$ cat src/hw/rtl/fara_pkg.sv
// Shared types, status codes and default sizes for the region allocator.
package fara_pkg;

    localparam int DATA_W          = 32;
    localparam int STATUS_W        = 3;
    localparam int COUNT_W         = 7;
    localparam int MAX_REGIONS_DEF = 64;
    localparam int ADDR_BITS_DEF   = 32;

    localparam logic CMD_ALLOC = 1'b0;
    localparam logic CMD_FREE  = 1'b1;

    typedef enum logic [STATUS_W-1:0] {
        ST_OK      = 3'd0,
        ST_START   = 3'd1,
        ST_END     = 3'd2,
        ST_OVERLAP = 3'd3,
        ST_BADFREE = 3'd4,
        ST_FULL    = 3'd5
    } t_status;

    // Compare results for one table entry against the request.
    typedef struct packed {
        logic overlap;
        logic left;
        logic right;
        logic match;
        logic above;
        logic below_min;
    } t_hit;

endpackage

$ cat src/hw/rtl/fara_cmp.sv
// Compare unit that tests one stored region against the current request.
module fara_cmp
    import fara_pkg::*;
(
    input  logic [DATA_W-1:0] i_start,
    input  logic [DATA_W-1:0] i_length,
    input  logic [DATA_W-1:0] i_addr,
    input  logic [DATA_W:0]   i_end,
    input  logic [DATA_W-1:0] i_min,
    output t_hit              o_hit
);

    logic [DATA_W:0] w_entry_end;

    assign w_entry_end = {1'b0, i_start} + {1'b0, i_length};

    always_comb begin
        o_hit.overlap   = ({1'b0, i_addr} < w_entry_end) && ({1'b0, i_start} < i_end);
        o_hit.left      = (w_entry_end == {1'b0, i_addr});
        o_hit.right     = ({1'b0, i_start} == i_end);
        o_hit.match     = (i_start == i_addr);
        o_hit.above     = (i_start > i_addr);
        o_hit.below_min = (i_start < i_min);
    end

endmodule

$ cat config.mk
export PLATFORM = sky130hd
export DESIGN_NAME = fara_cmp
export DESIGN_NICKNAME = d
export VERILOG_FILES = /design/src/hw/rtl/fara_pkg.sv /design/src/hw/rtl/fara_cmp.sv
export SDC_FILE = /design/constraint.sdc
export NUM_CORES = 1
export LEC_CHECK = 0
export ABC_AREA = 1
export BUFFER_PORTS_ARGS = -buffer_cell sky130_fd_sc_hd__buf_4
export CORE_MARGIN = 2
export CORE_UTILIZATION = 55
export DETAILED_ROUTE_END_ITERATION = 7
export PLACE_DENSITY_LB_ADDON = 0.25
export RECOVER_POWER = 100
export SYNTH_ARGS = -nofsm -noshare
export SYNTH_HDL_FRONTEND = slang
export SYNTH_SLANG_ARGS = --single-unit
$ cat constraint.sdc
create_clock -name vclk -period 5.7
set_input_delay 1.425 -clock vclk [all_inputs]
set_output_delay 1.425 -clock vclk [all_outputs]
set_load 0.005 [all_outputs]
; Word level (Yosys, flattened, before mapping)
; Index checks and enable logic that the tools add are counted.
[op_classes]
shift = 0
n_addsub = 1
n_div = 0
n_lt_le_gt_ge = 4
n_bitwise = 0
n_mux = 0
reduce_logical = 1
n_mul = 0
eq_ne = 3
[ops]
columns = cell, count
row1 = 32-bit by 33-bit < comparator with 1-bit output, 2
row2 = 32-bit by 32-bit adder with 33-bit output, 1
row3 = 32-bit by 33-bit equality test with 1-bit output, 1
row4 = 33-bit by 32-bit equality test with 1-bit output, 1
row5 = 32-bit equality test, 1
row6 = 32-bit > comparator, 1
row7 = 32-bit < comparator, 1
row8 = 1-bit logical AND, 1
[word_totals]
out_inout_bits = 6
latch_bits = 0
word_cells = 9
ram_bits = 0
mem_count = 0
register_bits = 0
mem_bits_ro = 0
inputBits = 161

; Logic depth before layout (Yosys ltp)
[logic_depth]
word_depth = 3
ltp_mapped = 21
ltp_nobuf = 21

; Least setup slack after synthesis
; Ideal clock, no wire load.
[synth_timing]
path_type = input-to-output
from = input port i_start[0]
to = output port o_hit[5] (netlist name)
arrival_time_ns = 3.709
required_time_ns = 4.275
stages = 19
n_path_buf = 0
path_slack_ns = 0.566
cell_sequence = ha_1 > fa_1 > nand3_1 > nand2_2 > a21oi_2 > o211ai_2 > nand2_1 > nand2_1 > xnor2_1 > ha_1 > nand2_1 > inv_1 > o21ai_0 > nand2_1 > a21oi_1 > nand2_1 > nand2_1 > nand2_1 > a21oi_2
[synth_lines]
columns = element, line_no
row1 = start: declaration, fara_cmp.sv:5  ; input logic [DATA_W-1:0] i_start,
row2 = end: declaration, fara_cmp.sv:10  ; output t_hit o_hit

==> flow_metrics.py <==
metrics = {
    "outcome": {
        "status": "finished, final reports clean",
    },
    "critical_path": {
        "cp-end-kind": "primary output",
        "crit_chain": "buf_4 > ha_2 > fa_2 > nand3_1 > nand2_2 > nand3_1 > nand2_2 > nand2_2 > nand2_4 > a21oi_2 > xor2_1 > ha_1 > nand2_1 > inv_1 > o21ai_1 > nand2_1 > a21oi_1 > nand2_1 > nand2_1 > nand2_1 > a21oi_2 > buf_4",
        "path_common_cell": "nand2_1",
        "start_kind": "input port",
        "required_ns": 4.28,
        "cp_max_fo": 4,
        "cp.arrival_ns": 4.10,
        "path_delay_family": "simple AND/OR/NAND/NOR gates",
        "cp_slowest_cell": "fa_2",
        "cpPeakStageDelay_ns": 0.37,
        "worst-setup-path-type": "input port to primary output",
        "critical_path_buf_inv_count": 3,
    },
    "pwr": {
        "ir_drop_uv": 41.3,
        "comb_power_share_pct": 100.0,
        "power.density_nw_per_um2": 96.5,
        "p_sw_share_pct": 54.9,
        "p_int_uw": 290,
        "leakagePower_nw": 3.98,
        "power.switching_uw": 353,
        "seqPwrFrac_pct": 0,
        "clockPowerShare_pct": 0,
    },
    "hold_path": {
        "hold_depth": 5,
        "hold_end": "o_hit[3]",
        "holdCritPathClass": "input port to primary output",
        "hold_start": "i_end[32]",
    },
    "synthesis": {
        "yosys-top-cells-area": "ha_1 (38%), inv_1 (12%), nand2_1 (12%)",
        "synth_warnings": 0,
        "syn_nets": 1145,
        "ys_seq_area_share_pct": 0,
        "avgSynthCellArea_um2": 6.28,
        "synthCells": 824,
        "ys_types": 37,
        "syn_area_um2": 5180,
        "post-synth-top-area-fraction_pct": 38.4,
        "yosysTopAreaCell": "ha_1",
    },
    "routing": {
        "first_iter_violations": 244,
        "post_drt_via_cell_ratio": 5.35,
        "drtPass1Iterations": 5,
        "ant_nets": 0,
        "via_count": 5931,
        "drc": 0,
        "wl_per_cell_um": 13.6,
        "routed_wl_mm": 15.0,
    },
    "global_route": {
        "track_usage_pct": 29.1,
        "grt_max_degree": 7,
        "grt_pass1_wl_mm": 24.4,
        "antenna_found_initial": 0,
        "grt_overflow": 0,
        "grt_pass1_vias": 5693,
    },
    "finish": {
        "final_cell_mix": "inv_1 (169), buf_4 (169), nand2_1 (165)",
        "final_area_um2": 6670,
        "regArea_um2": 0,
        "nFillCells": 828,
        "final_nets": 1320,
        "seq_cells": 0,
        "n_clock_buffer": 0,
        "drive_above_1_share_pct": 21.8,
        "final_cells": 1108,
        "syn_to_final_growth_pct": 28.8,
        "n_antenna_cell": 0,
    },
    "run": {
        "maxCapViolCount": 0,
    },
    "sta": {
        "post-route-min-period_ns": 5.53,
        "slew_headroom_pct": 49.1,
        "worstMarginPinSlew_ns": 0.756,
        "slew_violations": 0,
        "period_share_pct": 97.0,
        "finalSetupViolations": 0,
        "timing.fmax_mhz": 181,
        "final_hold_viol_count": 0,
        "rsz0062_at_grt": "false",
        "hold_ws_ns": 3.25,
        "setup_ws_ns": 0.172,
    },
    "place": {
        "gp_congestion": 0.964,
        "dp_cells": 1105,
        "place_area_um2": 6590,
        "hpwlAfterDp_mm": 13.5,
        "numPortBuffers": 167,
        "dp_slack_ns": -0.0144,
    },
    "die": {
        "rows": 35,
        "io_pins": 167,
        "die-height_um": 101,
        "die_w_um": 101,
        "coreArea_um2": 9200,
        "die_area_um2": 10200,
        "start_util_pct": 56.3,
    },
    "clocking": {
        "hold_buffers": 0,
    },
}
[layer usage]
metal	GRT usage, %	wire, um
met1	36.9	6640
met2	52.8	7080
met3	1.60	780
met4	8.94	516
met5	0	0
[power by group through the flow]
| stage | combinational [mW] | sequential [mW] | clock [mW] |
|---|---|---|---|
| 2_1_floorplan | 0.402 | 0 | 0 |
| 3_3_place_gp | 0.611 | 0 | 0 |
| 3_5_place_dp | 0.621 | 0 | 0 |
| 4_1_cts | 0.627 | 0 | 0 |
| 5_1_grt | 0.735 | 0 | 0 |
| 6_report | 0.644 | 0 | 0 |
[stage by stage]
step	util (%)	setup TNS (ns)	total power [mW]
finish	72.5	0	0.644
global route	72.5	0	0.735
CTS	71.9	0	0.627
detailed placement	71.7	-0.0287	0.621
global placement	71.7	0	0.611
floorplan	-	0	0.402
[area by class of cell]
type	count	area [um^2]	share of cell area, %
Tap cell	111	139	2.08
Inverter	170	638	9.57
Multi-Input combinational cell	654	4600	68.9
Timing Repair Buffer	173	1290	19.4
[worst max-delay path by stage]
stage	cells after the start	end	from
2_1_floorplan	19	o_hit[5]	i_start[0]
3_3_place_gp	19	o_hit[4]	i_start[0]
3_5_place_dp	19	o_hit[4]	i_start[0]
4_1_cts	23	o_hit[5]	i_start[0]
5_1_grt	22	o_hit[5]	i_start[0]
6_report	22	o_hit[5]	i_start[0]
[Yosys cell counts, types with 2 or more instances]
master,instances
nand4_1,17
a21o_1,7
nand2_2,13
nand3_2,2
nor3_1,10
o211ai_1,4
and3_1,2
a21oi_1,89
a21boi_2,2
nor2_1,51
ha_1,159
o21a_1,7
o21ai_0,30
nor2_2,5
o2111ai_1,2
inv_1,169
xnor2_1,14
xor2_1,11
o21bai_1,9
o21ai_1,3
nand2_1,166
nand3_1,24
a31oi_1,4
a21oi_2,8
nor2_4,2
nor4_1,3
[kinds of logic (layout without fill, tap and decap cells)]
group | count (synthesis) | in the layout | share of synthesized area, %
AND/OR/NAND/NOR | 297 | 297 | 25.0
buffers and inverters | 170 | 343 | 12.3
AO/OA/AOI/OAI | 172 | 172 | 19.7
XOR/XNOR | 25 | 25 | 4.23
adder cells (fa/ha/maj) | 160 | 160 | 38.8
[what timing repair did]
| action | CTS | global route |
|---|---|---|
| gates resized for setup | 3 | 10 |
| setup endpoints to repair | 2 | 2 |
| buffers inserted | 0 | 3 |
| pin swaps | 0 | 8 |
(Power assumes the default switching activity.)
