--- src/hw/rtl/fara_pkg.sv ---
// Shared types, status codes and default sizes for the region allocator.
package fara_pkg;

    localparam int DATA_W          = 32;
    localparam int STATUS_W        = 3;
    localparam int COUNT_W         = 7;
    localparam int MAX_REGIONS_DEF = 64;
    localparam int ADDR_BITS_DEF   = 32;

    localparam logic CMD_ALLOC = 1'b0;
    localparam logic CMD_FREE  = 1'b1;

    typedef enum logic [STATUS_W-1:0] {
        ST_OK      = 3'd0,
        ST_START   = 3'd1,
        ST_END     = 3'd2,
        ST_OVERLAP = 3'd3,
        ST_BADFREE = 3'd4,
        ST_FULL    = 3'd5
    } t_status;

    // Compare results for one table entry against the request.
    typedef struct packed {
        logic overlap;
        logic left;
        logic right;
        logic match;
        logic above;
        logic below_min;
    } t_hit;

endpackage

--- src/hw/rtl/fara_ram.sv ---
// Single-write, single-read table memory with registered read data.
module fara_ram
    import fara_pkg::*;
#(
    parameter int WIDTH  = 2 * DATA_W,
    parameter int DEPTH  = MAX_REGIONS_DEF,
    parameter int ADDR_W = $clog2(DEPTH)
) (
    input  logic              i_clk,
    input  logic              i_we,
    input  logic [ADDR_W-1:0] i_waddr,
    input  logic [WIDTH-1:0]  i_wdata,
    input  logic [ADDR_W-1:0] i_raddr,
    output logic [WIDTH-1:0]  o_rdata
);

    logic [WIDTH-1:0] r_mem [DEPTH];
    logic [WIDTH-1:0] r_rdata;

    always_ff @(posedge i_clk) begin
        if (i_we) begin
            r_mem[i_waddr] <= i_wdata;
        end
        r_rdata <= r_mem[i_raddr];
    end

    assign o_rdata = r_rdata;

endmodule

--- config.mk ---
export PLATFORM = sky130hd
export DESIGN_NAME = fara_ram
export DESIGN_NICKNAME = d
export VERILOG_FILES = /design/src/hw/rtl/fara_pkg.sv /design/src/hw/rtl/fara_ram.sv
export SDC_FILE = /design/constraint.sdc
export NUM_CORES = 2
export LEC_CHECK = 0
export ABC_CLOCK_PERIOD_IN_PS = 6400
export BUFFER_PORTS_ARGS = -buffer_cell sky130_fd_sc_hd__buf_2
export CORE_UTILIZATION = 25
export DETAILED_ROUTE_END_ITERATION = 8
export SKIP_LAST_GASP = 1
export SYNTH_ARGS = -nofsm -noshare
export SYNTH_HDL_FRONTEND = slang
export SYNTH_SLANG_ARGS = --single-unit
export TNS_END_PERCENT = 100
--- constraint.sdc ---
create_clock -name i_clk -period 6.4 [get_ports i_clk]
set_input_delay 0 -clock i_clk [delete_from_list [all_inputs] [get_ports i_clk]]
set_output_delay 0 -clock i_clk [all_outputs]
set_load 0.01 [all_outputs]
=== After elaboration in Yosys (flattened, before gate mapping) ===
Memory sizes are Yosys's and may differ from the RTL's. A register that Yosys moved wholly into a read port is not among the register bits.
Index checks and enable logic that the tools add are counted.

* Flip-flop bits (word level): 0
* Latch bits: 0
* Bits in writable memories: 4096
* Bits in read-only memories: 0
* Output and inout port bits: 64
* Logic and storage cells: 3
* Memories: 1

{| class="wikitable"
|+ Memory list
! name !! words !! bits a word !! rd ports !! clocked after Yosys merged registers in !! wr ports !! RTL line !! text
|-
| r_mem || 64 || 64 || 1 || 1 || 1 || fara_ram.sv:17 || <nowiki>logic [WIDTH-1:0] r_mem [DEPTH];</nowiki>
|}

* Add/subtract/negate cells: 0
* Multipliers: 0
* Divide/modulo/power cells: 0
* Magnitude comparators: 0
* Equal/unequal tests: 0
* Shift-type cells: 0
* Multiplexer cells: 2
* Bitwise operators: 0
* Reduce and logical (&&, ||, !) cells: 0

{| class="wikitable"
|+ Operators by type and width
! operator !! count
|-
| 2-to-1 mux 1 bit || 2
|}

=== Depth between registers and ports, before layout ===
* Depth in word-level cells: 2
* Mapped depth: 9
* Mapped depth without buffers: 5

=== Worst setup path after synthesis ===
Ideal clock, no wire load.

* Path kind: in2reg
* From: input port i_waddr[3]
* To: memory r_mem[48][0] (netlist bit), enable pin
* Library setup time: 0.564 ns
* Arrival: 4.872 ns
* Data required time: 5.836 ns
* Slack: 0.964 ns
* Stages on the path: 4
* Cells stage by stage: clkbuf_1 > nor2b_1 > nand4b_1 > nor3_1

{| class="wikitable"
|+ RTL lines
! what !! RTL line !! text
|-
| start: declaration || fara_ram.sv:11 || <nowiki>input logic [ADDR_W-1:0] i_waddr,</nowiki>
|-
| end: declaration || fara_ram.sv:17 ||
|}

No word-level cell before the write port.

==> flow_summary.ini <==
[die]
dieHeight_um = 792.8
floorplan.core_area_um2 = 623400
start_util = 0.2508
ios = 142
die_width_um = 792.8
rows = 290
floorplan.die_area_um2 = 628600

[logic_synthesis]
main_combinational_cell_family_by_area_after_synthesis = multiplexers
synth-adder-area-share = 0
yosysWarningCount = 0
proportion_of_register_bits_with_asynchronous_set_or_reset_after_synthesis = 0
synth_xor_area_frac = 0
synth_area_um2 = 156300
synth-seq-cells = 4160
synthesis.instances = 6598
post_synth.cell_area_avg_um2 = 23.70
share_of_the_synthesized_area_in_compound_gates_ao_oa_aoi_oai = 0.02477
count_of_flip_flops_with_a_built_in_enable_after_synthesis = 4096
yosys.cell_types.count = 33
synth-seq-area-share = 0.7949
synthesis.nets = 6676
yosys.area_share.simple = 0.01240
yosys-mux-area-fraction = 0.1561
synth_top_flop_cell = sky130_fd_sc_hd__edfxtp_1

[final_layout]
drive_gt1_frac = 0.2739
fillCellCount = 60040
final_net_count = 7097
syn2layout_area_growth_pct = 16.61

[critical_path]
largest_delay_contributor_family_on_the_critical_path = buffers and inverters
worst_setup_path_start_kind = primary input
critical_path.slowest_cell = sky130_fd_sc_hd__buf_4
max_stage_delay_ns = 0.75
wp_data_required_ns = 7.23
worstPathBufferInverterCount = 4
worstSetupEndpointType = register
startpoint = i_raddr[2]
crit-reg2reg-launch = r_mem[46][6]$_DFFE_PP_
crit_chain = dlygate4sd3_1 > buf_8 > buf_12 > and2_4 > buf_4 > a22oi_1 > and3_1 > a211oi_1
critPathMaxFanout = 104
timing.setup.critical_path_class = primary input to register
arrival_ns = 4.02

[placed_design]
port-buffer-count = 141
place_congestion = 0.7532
dp.final_hpwl_mm = 231.3

[sta]
rsz0062_at_grt = false
report.final.hold_viol_count = 0
worstMarginPinSlew_ns = 1.400
finalMaxSlewViolations = 0
timing.setup.tns_ns = 0
hold_slack_ns = 0.09021
worst_slew_margin_rel = 0.06643
clock_skew_ns = 0.06226
layout_worst_path_cycle_share = 0.4985
timing.final.setup_violations = 0
clock.fmax_ghz = 0.3134
period_minus_slack_ns = 3.190

[detailed_routing]
detail_route.wirelength_mm = 454.9
vias = 75980
drt_pre_antenna_iters = 5
postRouteAntennaNets = 0
vias_per_cell = 4.834
route.detailed.drc = 0
drt_iter0_markers = 9641
drt-wirelength-per-cell_um = 28.94

[power]
ir_worst_vdd_mv = 0.2558
power_density_nw_per_um2 = 311.1
leakagePower_uw = 0.05495
report.power.total_uw = 56710

[clock_network]
clock_sink_count = 4160
tritoncts = yes
cts.htree.levels = 5
tritoncts.num_buffers = 413
clk_pin_slew_worst_paths_ns = 0.07
postCtsResizedCells = 0
clkLatencyLatePin_ns = 0.98
ctsHoldBuffers = 74
cts.repair_timing.setup_buffer_count = 0
clk_path_buf_depth = 4
clockRootBuffer = sky130_fd_sc_hd__clkbuf_16

[job]
max_capacitance_violation_total = 0

[hold_path]
worstHoldStart = i_waddr[3]
min_path_type = primary input to register

[global_route]
gr-total-overflow = 0
grt_pass1_wl_mm = 624.0
grt_max_degree = 118
grt_usage = 0.1396
grt_antenna_before_repair = 49
grt_pass1_vias = 76540

[run_status]
outcome = complete, no violations
-- synthesized netlist by cell type, types with 38 or more instances --
cell type | number | area [um2]
sky130_fd_sc_hd__a211oi_1 | 63 | 473.0
sky130_fd_sc_hd__mux4_2 | 1024 | 23060
sky130_fd_sc_hd__o221ai_1 | 38 | 332.8
sky130_fd_sc_hd__and3_1 | 64 | 400.4
sky130_fd_sc_hd__a22oi_1 | 168 | 1261
sky130_fd_sc_hd__nand2_1 | 58 | 217.7
sky130_fd_sc_hd__buf_2 | 170 | 850.8
sky130_fd_sc_hd__o22ai_1 | 83 | 519.3
sky130_fd_sc_hd__clkbuf_1 | 140 | 525.5
sky130_fd_sc_hd__mux2i_1 | 135 | 1351
sky130_fd_sc_hd__dfxtp_1 | 64 | 1281
sky130_fd_sc_hd__a22o_1 | 88 | 770.7
sky130_fd_sc_hd__nand3_1 | 45 | 225.2
sky130_fd_sc_hd__nor2_1 | 112 | 420.4
sky130_fd_sc_hd__edfxtp_1 | 4096 | 123000
-- through the flow --
| stage | setup WS, ns | instances | util | area, um2 |
|---|---|---|---|---|
| detailed placement | 2.844 | 14850 | 0.2699 | 168300 |
| finish | 3.210 | 15720 | 0.2925 | 182300 |
| global placement | 2.825 | 14850 | 0.2699 | 168300 |
| floorplan | 0.9640 | 6598 | - | 156300 |
| CTS | 3.192 | 15690 | 0.2924 | 182300 |
| global route | 3.171 | 15700 | 0.2924 | 182300 |
-- path summary, 6_finish.rpt --
kind                             endpoint  slack, ns  cells after the start
setup reg to reg       o_rdata[6]$_DFF_P_       4.22                      5
setup / recovery      o_rdata[29]$_DFF_P_       3.21                      8
hold / removal    r_mem[54][50]$_DFFE_PP_       0.09                      4
hold reg to reg       o_rdata[10]$_DFF_P_       0.82                      4
-- area by class of cell --
type | instances | area (um2) | area share
inverter | 19 | 71.32 | 0.0003912
clock buffer | 551 | 11290 | 0.06194
sequential | 4160 | 124300 | 0.6816
multi-input combinational | 2049 | 30780 | 0.1688
antenna | 30 | 75.07 | 0.0004117
clock inverter | 212 | 1938 | 0.01063
timing repair buffer | 376 | 3478 | 0.01908
tap | 8322 | 10410 | 0.05711
-- state kept, by name, indices dropped and copies added, names as in the netlist --
| register | flops |
|---|---|
| o_rdata | 64 |
| r_mem | 4096 |
-- metal layers --
metal | GRT usage | vias up | wire length, um
met5 | 0 | - | 64
met4 | 0.04053 | 10 | 13540
li1 | - | 29370 | -
met2 | 0.2367 | 3869 | 225500
met1 | 0.1848 | 42020 | 179800
met3 | 0.02271 | 710 | 36020
-- worst min-delay path: cells and delay by family --
kind                   cells  cell delay, ns
and+or+nand+nor            3            0.69
buffers and inverters      1            0.14
-- kinds of logic (layout without fill, tap and decap cells) --
| group | count (synthesis) | count (layout) |
|---|---|---|
| AO/OA/AOI/OAI | 504 | 504 |
| flip-flops | 4160 | 4160 |
| other | 0 | 30 |
| AND/OR/NAND/NOR | 386 | 386 |
| buffers and inverters | 389 | 1158 |
| multiplexers | 1159 | 1159 |
-- placed cells by master, fill, tap and decap left out, types with 45 or more instances in the layout --
cell type,instances
sky130_fd_sc_hd__a211oi_1,63
sky130_fd_sc_hd__a22o_1,88
sky130_fd_sc_hd__a22oi_1,168
sky130_fd_sc_hd__and3_1,64
sky130_fd_sc_hd__buf_12,64
sky130_fd_sc_hd__buf_2,138
sky130_fd_sc_hd__buf_4,98
sky130_fd_sc_hd__clkbuf_1,103
sky130_fd_sc_hd__clkbuf_16,421
sky130_fd_sc_hd__clkinv_1,74
sky130_fd_sc_hd__clkinv_2,71
sky130_fd_sc_hd__dfxtp_1,64
sky130_fd_sc_hd__dlygate4sd3_1,74
sky130_fd_sc_hd__edfxtp_1,4096
sky130_fd_sc_hd__mux2i_1,135
sky130_fd_sc_hd__mux4_2,1024
sky130_fd_sc_hd__nand2_1,56
sky130_fd_sc_hd__nand3_1,45
sky130_fd_sc_hd__nor2_1,47
sky130_fd_sc_hd__nor2_4,64
sky130_fd_sc_hd__o22ai_1,83
-- where the power goes --
| group | internal (uW) | switching [uW] |
|---|---|---|
| sequential | 30200 | 172 |
| combinational | 957 | 1660 |
| clock | 13500 | 10300 |
(Power assumes the default switching activity.)
